`src/design/gha_ram.sv`:
```
`timescale 1ns / 1ps
// ----------------------------------------------------------------------------
// gha_ram
// Simple dual-port synchronous memory: one write port and one read port
// with registered read data. The read data holds while no read is issued.
// ----------------------------------------------------------------------------
module gha_ram #(
  parameter int WIDTH = 8,
  parameter int DEPTH = 16
) (
  input  logic                     clk,
  input  logic                     wr_en,
  input  logic [$clog2(DEPTH)-1:0] wr_addr,
  input  logic [WIDTH-1:0]         wr_data,
  input  logic                     rd_en,
  input  logic [$clog2(DEPTH)-1:0] rd_addr,
  output logic [WIDTH-1:0]         rd_data
);

  logic [WIDTH-1:0] mem [DEPTH];
  logic [WIDTH-1:0] rd_data_r;

  // Write port.
  always_ff @(posedge clk) begin
    if (wr_en) begin
      mem[wr_addr] <= wr_data;
    end
  end

  // Read port with registered read data.
  always_ff @(posedge clk) begin
    if (rd_en) begin
      rd_data_r <= mem[rd_addr];
    end
  end

  assign rd_data = rd_data_r;

endmodule

```
`config.mk`:
```
export PLATFORM = sky130hd
export DESIGN_NAME = gha_ram
export DESIGN_NICKNAME = d
export VERILOG_FILES = /design/src/design/gha_ram.sv
export SDC_FILE = /design/constraint.sdc
export NUM_CORES = 1
export LEC_CHECK = 0
export BUFFER_PORTS_ARGS = -buffer_cell sky130_fd_sc_hd__buf_2
export CORE_UTILIZATION = 35
export CTS_BUF_LIST = sky130_fd_sc_hd__clkbuf_4
export DETAILED_ROUTE_END_ITERATION = 10
export PLACE_DENSITY_LB_ADDON = 0.1
export SLEW_MARGIN = 40
export SYNTH_ARGS = -nofsm -noshare
export SYNTH_HDL_FRONTEND = slang
export SYNTH_SLANG_ARGS = --single-unit
```
`constraint.sdc`:
```
create_clock -name clk -period 3 [get_ports clk]
set_clock_uncertainty 0.1 [all_clocks]
set_input_delay 0.45 -clock clk [delete_from_list [all_inputs] [get_ports clk]]
set_output_delay 0.45 -clock clk [all_outputs]
set_load 0.02 [all_outputs]
```
# --- Yosys cells after proc, flatten, opt, wreduce, memory -nomap -nowiden ---
# Memory sizes are Yosys's and may differ from the RTL's. A register that Yosys moved wholly into a read port is not among the register bits.
# Cells that the tools add are included.
op_classes:
  muxes: 2
ops:
  columns: ["cell", "n"]
  rows:
  - ["2-to-1 mux 1 bit", 2]
word_totals:
  ramBits: 128
  reg_bits: 0
  output_inout_bits: 8
  n_memories: 1
  in_bits: 19
mem_list:
  columns: ["memory", "depth", "width", "rd", "rd_clocked_by_memory_dff", "wr", "line", "text"]
  rows:
  - ["mem", 16, 8, 1, 1, 1, "20", "logic [WIDTH-1:0] mem [DEPTH];"]

# --- Logic depth before layout (Yosys ltp) ---
# Gate-level depths: netlist of run 1.
depth:
  word_depth: 2
  mapped_depth: 5
  ltp_nobuf: 3

# --- Worst setup path before layout of run 1 ---
# No wires, ideal clock.
synth_path:
  path_kind: "input to register"
  start: "input port wr_addr[2]"
  end: "memory mem[0][0], enable pin"
  path_slack_ns: 0.957
  cell_stages: 2
  n_path_buf: 0
  arrival_time_ns: 1.560
  path_cell_list: "or3b_2 > nor3_1"
synth_lines:
  columns: ["element", "line", "text"]
  rows:
  - ["start, declared", "13", "input logic [$clog2(DEPTH)-1:0] wr_addr,"]
  - ["end, declared", "20", null]
# No word-level cell before the write port.

# --- Worst setup path in the final report of run 1 ---
layout_path:
  start: "register rd_data_r[7], in the netlist rd_data[7] (read register of mem)"
  end: "output port rd_data[7]"
layout_lines:
  columns: ["element", "line", "text"]
  rows:
  - ["start, declared", "21", "logic [WIDTH-1:0] rd_data_r;"]
  - ["end, declared", "17", "output logic [WIDTH-1:0] rd_data"]
# No word-level cell between the ends.

==> flow_summary.ini, run 1 <==
[drt]
post-route-drc-count = 0
drtPass1Iterations = 5
drt-wirelength-per-cell_um = 22.4
num_vias = 2443
antenna_left = 0
wl_mm = 10.7
drtIter0Drc = 140
via_per_inst = 5.10

[worst_setup_path]
cp_slowest_cell = edfxtp_1
worst-setup-path-type = flop to primary output
cp-start-kind = flop
crit_buf_inv = 1
cp_max_fo = 1
required_ns = 2.45
arrival_ns = 1.18
cp-end-kind = primary output
max_stage_delay_ns = 0.45
cp_cell_sequence = buf_2
r2r_slack_ns = 1.34
cp_top_family = flip-flops

[timing]
tns_ns = 0
slew_viol_final = 0
rsz0062_at_grt = no
slew_headroom = 0.552
fmax_mhz = 577
period_needed_ns = 1.73
timing.final.ws_setup_ns = 1.27
setup-violations-final = 0
tightest_slew_ns = 0.669
fin_crit_sh = 0.578
hold_viol = 0

[clocking]
cts_sinks = 136
clkTransAtPathRegs_ns = 0.11
root_buffer = clkbuf_4
ctsResizeCount = 0
cts_tree = yes
cts_setup_buffers = 0
ctsHtreeMaxLevel = 4
insertion_delay_ns = 0.54
cts_made_buffers = 17
clock_path_buffers = 2
hold_buffers = 0

[layout]
layout_commonest_cell = edfxtp_1
drive_gt1_frac = 0.308
utilization = 0.405
syn2layout_area_growth_pct = 12.7
diodes = 0
final_nets = 303
layout_common_cells = edfxtp_1, buf_2, clkbuf_4

[die]
die_height_um = 124
core.rowCount = 44
io_pins = 27
die_w_um = 124
die-area_mm2 = 0.0154
start_util = 0.360
coreArea_mm2 = 0.0145

[placement]
hpwl_mm = 6.81
gp_congestion = 0.697
io_buffers = 26
dpl_worst_slack_ns = 0.665

[synth]
syn_inst = 229
synth.distinct_cells = 18
ys_warn_count = 0
ys_top_cells_by_area = edfxtp_1, mux4_2, mux4_1
synth_area_mm2 = 0.00523
syn_avg_cell_area_um2 = 22.8
synth_top_area_cell = edfxtp_1
yosys.area.top_type_share = 0.781
syn-num-nets = 248
yosysSeqAreaShare = 0.781
ys_ff_latch = 136

[power]
irDropWorstVdd_mv = 0.181
p_total_mw = 3.40
p_leak_nw = 1.95
powerDensity_mw_per_mm2 = 577

[global_routing]
grt_pass1_wl_mm = 16.2
grt_pass1_vias = 2553
grt.overflow.total = 0
antenna_found_initial = 0
grt_max_degree = 33
grt_use_total = 0.150

[worst_hold_path]
worstHoldPathType = input port to flop

[outcome]
status = finished clean

[run]
drv_cap = 0
## synth_stat cells
| cell type | number |
|---|---|
| and2b_1 | 1 |
| nor2_1 | 13 |
| buf_2 | 3 |
| nand3_1 | 1 |
| mux4_1 | 14 |
| nand3b_1 | 2 |
| nor2b_1 | 1 |
| nand2_1 | 9 |
| edfxtp_1 | 136 |
| clkdlybuf4s25_2 | 3 |
| mux4_2 | 18 |
| a22oi_1 | 16 |
| nor3_1 | 4 |
| or3b_2 | 1 |
| nand2b_1 | 2 |
| and2_1 | 1 |
| buf_6 | 3 |
| buf_4 | 1 |
## cell type report
class,instances,area [um2]
Clock buffer,23,173
Tap cell,184,230
Multi-Input combinational cell,83,1060
Sequential cell,136,4080
Clock inverter,7,55.1
Timing Repair Buffer,46,293
Fill cell,1321,8640
## final timing paths
check	start	end	cells after the start
hold / removal	rd_en	rd_data[3]	1
hold reg to reg	mem[14][3]	rd_data[3]	3
setup / recovery	rd_data[7]	rd_data[7]	1
setup reg to reg	mem[1][5]	rd_data[5]	3
## logic make-up after synthesis
group,Yosys count,share of synthesized area
DFF,136,0.781
and+or+nand+nor,35,0.0314
muxes,32,0.148
AOI/OAI and AO/OA,16,0.0230
buffers and inverters,10,0.0165
## routing by layer
layer | part of all wire | up-vias | track usage
met5 | 0 | - | 0
met3 | 0.033 | 16 | 0.0453
met1 | 0.49 | 1279 | 0.207
li1 | - | 1092 | -
met2 | 0.46 | 56 | 0.222
met4 | 0.018 | 0 | 0.0617
## through the flow
stage / std cells / area [um2] / hold slack (ns)
5_1_grt: 479 / 5890 / 0.136
3_5_place_dp: 449 / 5660 / 0.643
2_1_floorplan: 229 / 5230 / 0.449
3_3_place_gp: 449 / 5660 / 0.641
6_report: 479 / 5890 / 0.174
4_1_cts: 479 / 5890 / 0.139
## registers in the layout, summed over array words and instances (netlist names)
signal	flops
mem	128
rd_data	8
## power breakdown
part / leakage (nW) / switching, mW / internal (mW)
sequential: 1.24 / 0.0101 / 2.14
combinational: 0.584 / 0.127 / 0.0829
clock: 0.134 / 0.597 / 0.444
Power figures use the tool's default switching activity.
==> run 2, diff against run 1 <==
clock period = 1.7 ns   (was 3 ns; I/O delays follow)
==> run 2 against run 1 <==
Net effect: cell count grew 3.1%; sequential cell count unchanged; worst setup slack got worse by 1.2 ns; sequential power increased by 76%; highest routed layer unchanged.
==> flow_summary.ini, run 2 (synthesis gave the netlist of run 1 again) <==
[timing]
tightest_slew_ns = 0.804
rsz0062_at_grt = no
setup-violations-final = 0
timing.final.ws_setup_ns = 0.100
fmax_mhz = 625
period_needed_ns = 1.60
hold_viol = 0
slew_headroom = 0.462
fin_hold_ws_ns = 0.195
slew_viol_final = 0
fin_crit_sh = 0.941

[placement]
dpl_worst_slack_ns = -0.289
hpwl_mm = 6.86
io_buffers = 26
gp_congestion = 0.664
placed_cells = 453

[global_routing]
grt.overflow.total = 0
antenna_found_initial = 0
grt_pass1_wl_mm = 15.9
grt_use_total = 0.147
grt_pass1_vias = 2565
grt_max_degree = 23

[die]
die_height_um = 124
core.rowCount = 44
coreArea_mm2 = 0.0145
start_util = 0.360
die_w_um = 124
io_pins = 27
die-area_mm2 = 0.0154

[power]
power_frac_comb = 0.065
p_sw_mw = 1.33
p_leak_nw = 2.03
power.share.switching = 0.217
p_total_mw = 6.14
p_int_mw = 4.81
seq_power_share = 0.617
powerDensity_mw_per_mm2 = 1010
irDropWorstVdd_mv = 0.318
p_clk_frac = 0.318

[drt]
drt-wirelength-per-cell_um = 21.4
wl_mm = 10.6
num_vias = 2446
post-route-drc-count = 0
antenna_left = 0
drtPass1Iterations = 4
drtIter0Drc = 160
via_per_inst = 4.95

[layout]
layout_commonest_cell = edfxtp_1
final_nets = 316
regMostFlops = mem
largest_register_ffs = 128
layout_common_cells = edfxtp_1, buf_2, buf_4
stdcell_count = 494
syn2layout_area_growth_pct = 16.2
drive_gt1_frac = 0.319
diodes = 0

[clocking]
cts_setup_buffers = 0
clkTransAtPathRegs_ns = 0.11
cts_tree = yes
insertion_delay_ns = 0.52
cts_sinks = 136
cts_made_buffers = 17
clock_path_buffers = 2
root_buffer = clkbuf_4
ctsHtreeMaxLevel = 4

[worst_setup_path]
max_stage_delay_ns = 0.51
cp_cell_sequence = mux4_1 -> a22oi_1 -> nand2_1
cp_max_fo = 1
cp_slowest_cell = mux4_1
cp-start-kind = flop
arrival_ns = 1.78
required_ns = 1.88
cp-end-kind = flop
worst-setup-path-type = flop to flop

[worst_hold_path]
worstHoldPathType = input port to flop

[run]
drv_cap = 0

[outcome]
status = finished clean
[run 2: cell types whose count changed in the layout (fill, tap and decap cells not counted), moves of 2 or more]
cell and change:
buf_12 +2, clkinv_2 +3, clkbuf_4 -4, dlygate4sd3_1 +9, buf_4 +2
[run 2: what timing repair did]
action / CTS / global route
gates resized for setup: 0 / 1
setup endpoints to repair: 0 / 1
hold endpoints to repair: 132 / 0
hold buffers: 9 / 0
[run 2: worst paths after layout]
path / depth (start not counted) / end / startpoint / slack, ns
worst max register to register: 3 / rd_data[3] / mem[10][3] / 0.10
worst max-delay path: 3 / rd_data[3] / mem[10][3] / 0.10
worst min register to register: 3 / rd_data[2] / mem[14][2] / 0.65
worst min-delay path: 3 / mem[0][3] / wr_addr[0] / 0.19
[run 2: stage by stage]
| stage | TNS (ns) | area, um2 | util |
|---|---|---|---|
| after floorplan | 0 | 5230 | - |
| after global placement | -1.65 | 5720 | 0.394 |
| after detailed placement | -1.69 | 5730 | 0.394 |
| after CTS | 0 | 6070 | 0.418 |
| after global routing | 0 | 6080 | 0.418 |
| final | 0 | 6080 | 0.418 |
[run 2: area by class of cell]
class / instances / area (um2)
sequential: 136 / 4080
multi-input combinational: 83 / 1070
timing repair buffer: 59 / 438
clock buffer: 19 / 143
tap: 184 / 230
fill: 1304 / 8460
clock inverter: 13 / 111
[run 2: power by group through the flow]
stage	combinational, mW	clock (mW)	sequential (mW)
finish	0.397	1.96	3.79
detailed placement	0.390	0	3.87
CTS	0.406	2.02	3.79
global placement	0.387	0	3.87
global route	0.429	2.15	3.80
floorplan	0.191	0	3.88
[run 2: worst max-delay path: cells and delay by family, from the launching register on]
family | cells | cell delay [ns]
and+or+nand+nor | 1 | 0.08
AOI/OAI and AO/OA | 1 | 0.29
muxes | 1 | 0.51
DFF | 1 | 0.39
[run 2: metal layers]
layer | vias to the layer above | share of wire | wire [um] | global-route usage
li1 | 1120 | - | - | -
met1 | 1274 | 0.48 | 5100 | 0.199
met2 | 47 | 0.47 | 4960 | 0.224
met3 | 5 | 0.041 | 428 | 0.0427
met4 | 0 | 0.0068 | 72 | 0.0553
met5 | - | 0 | 0 | 0
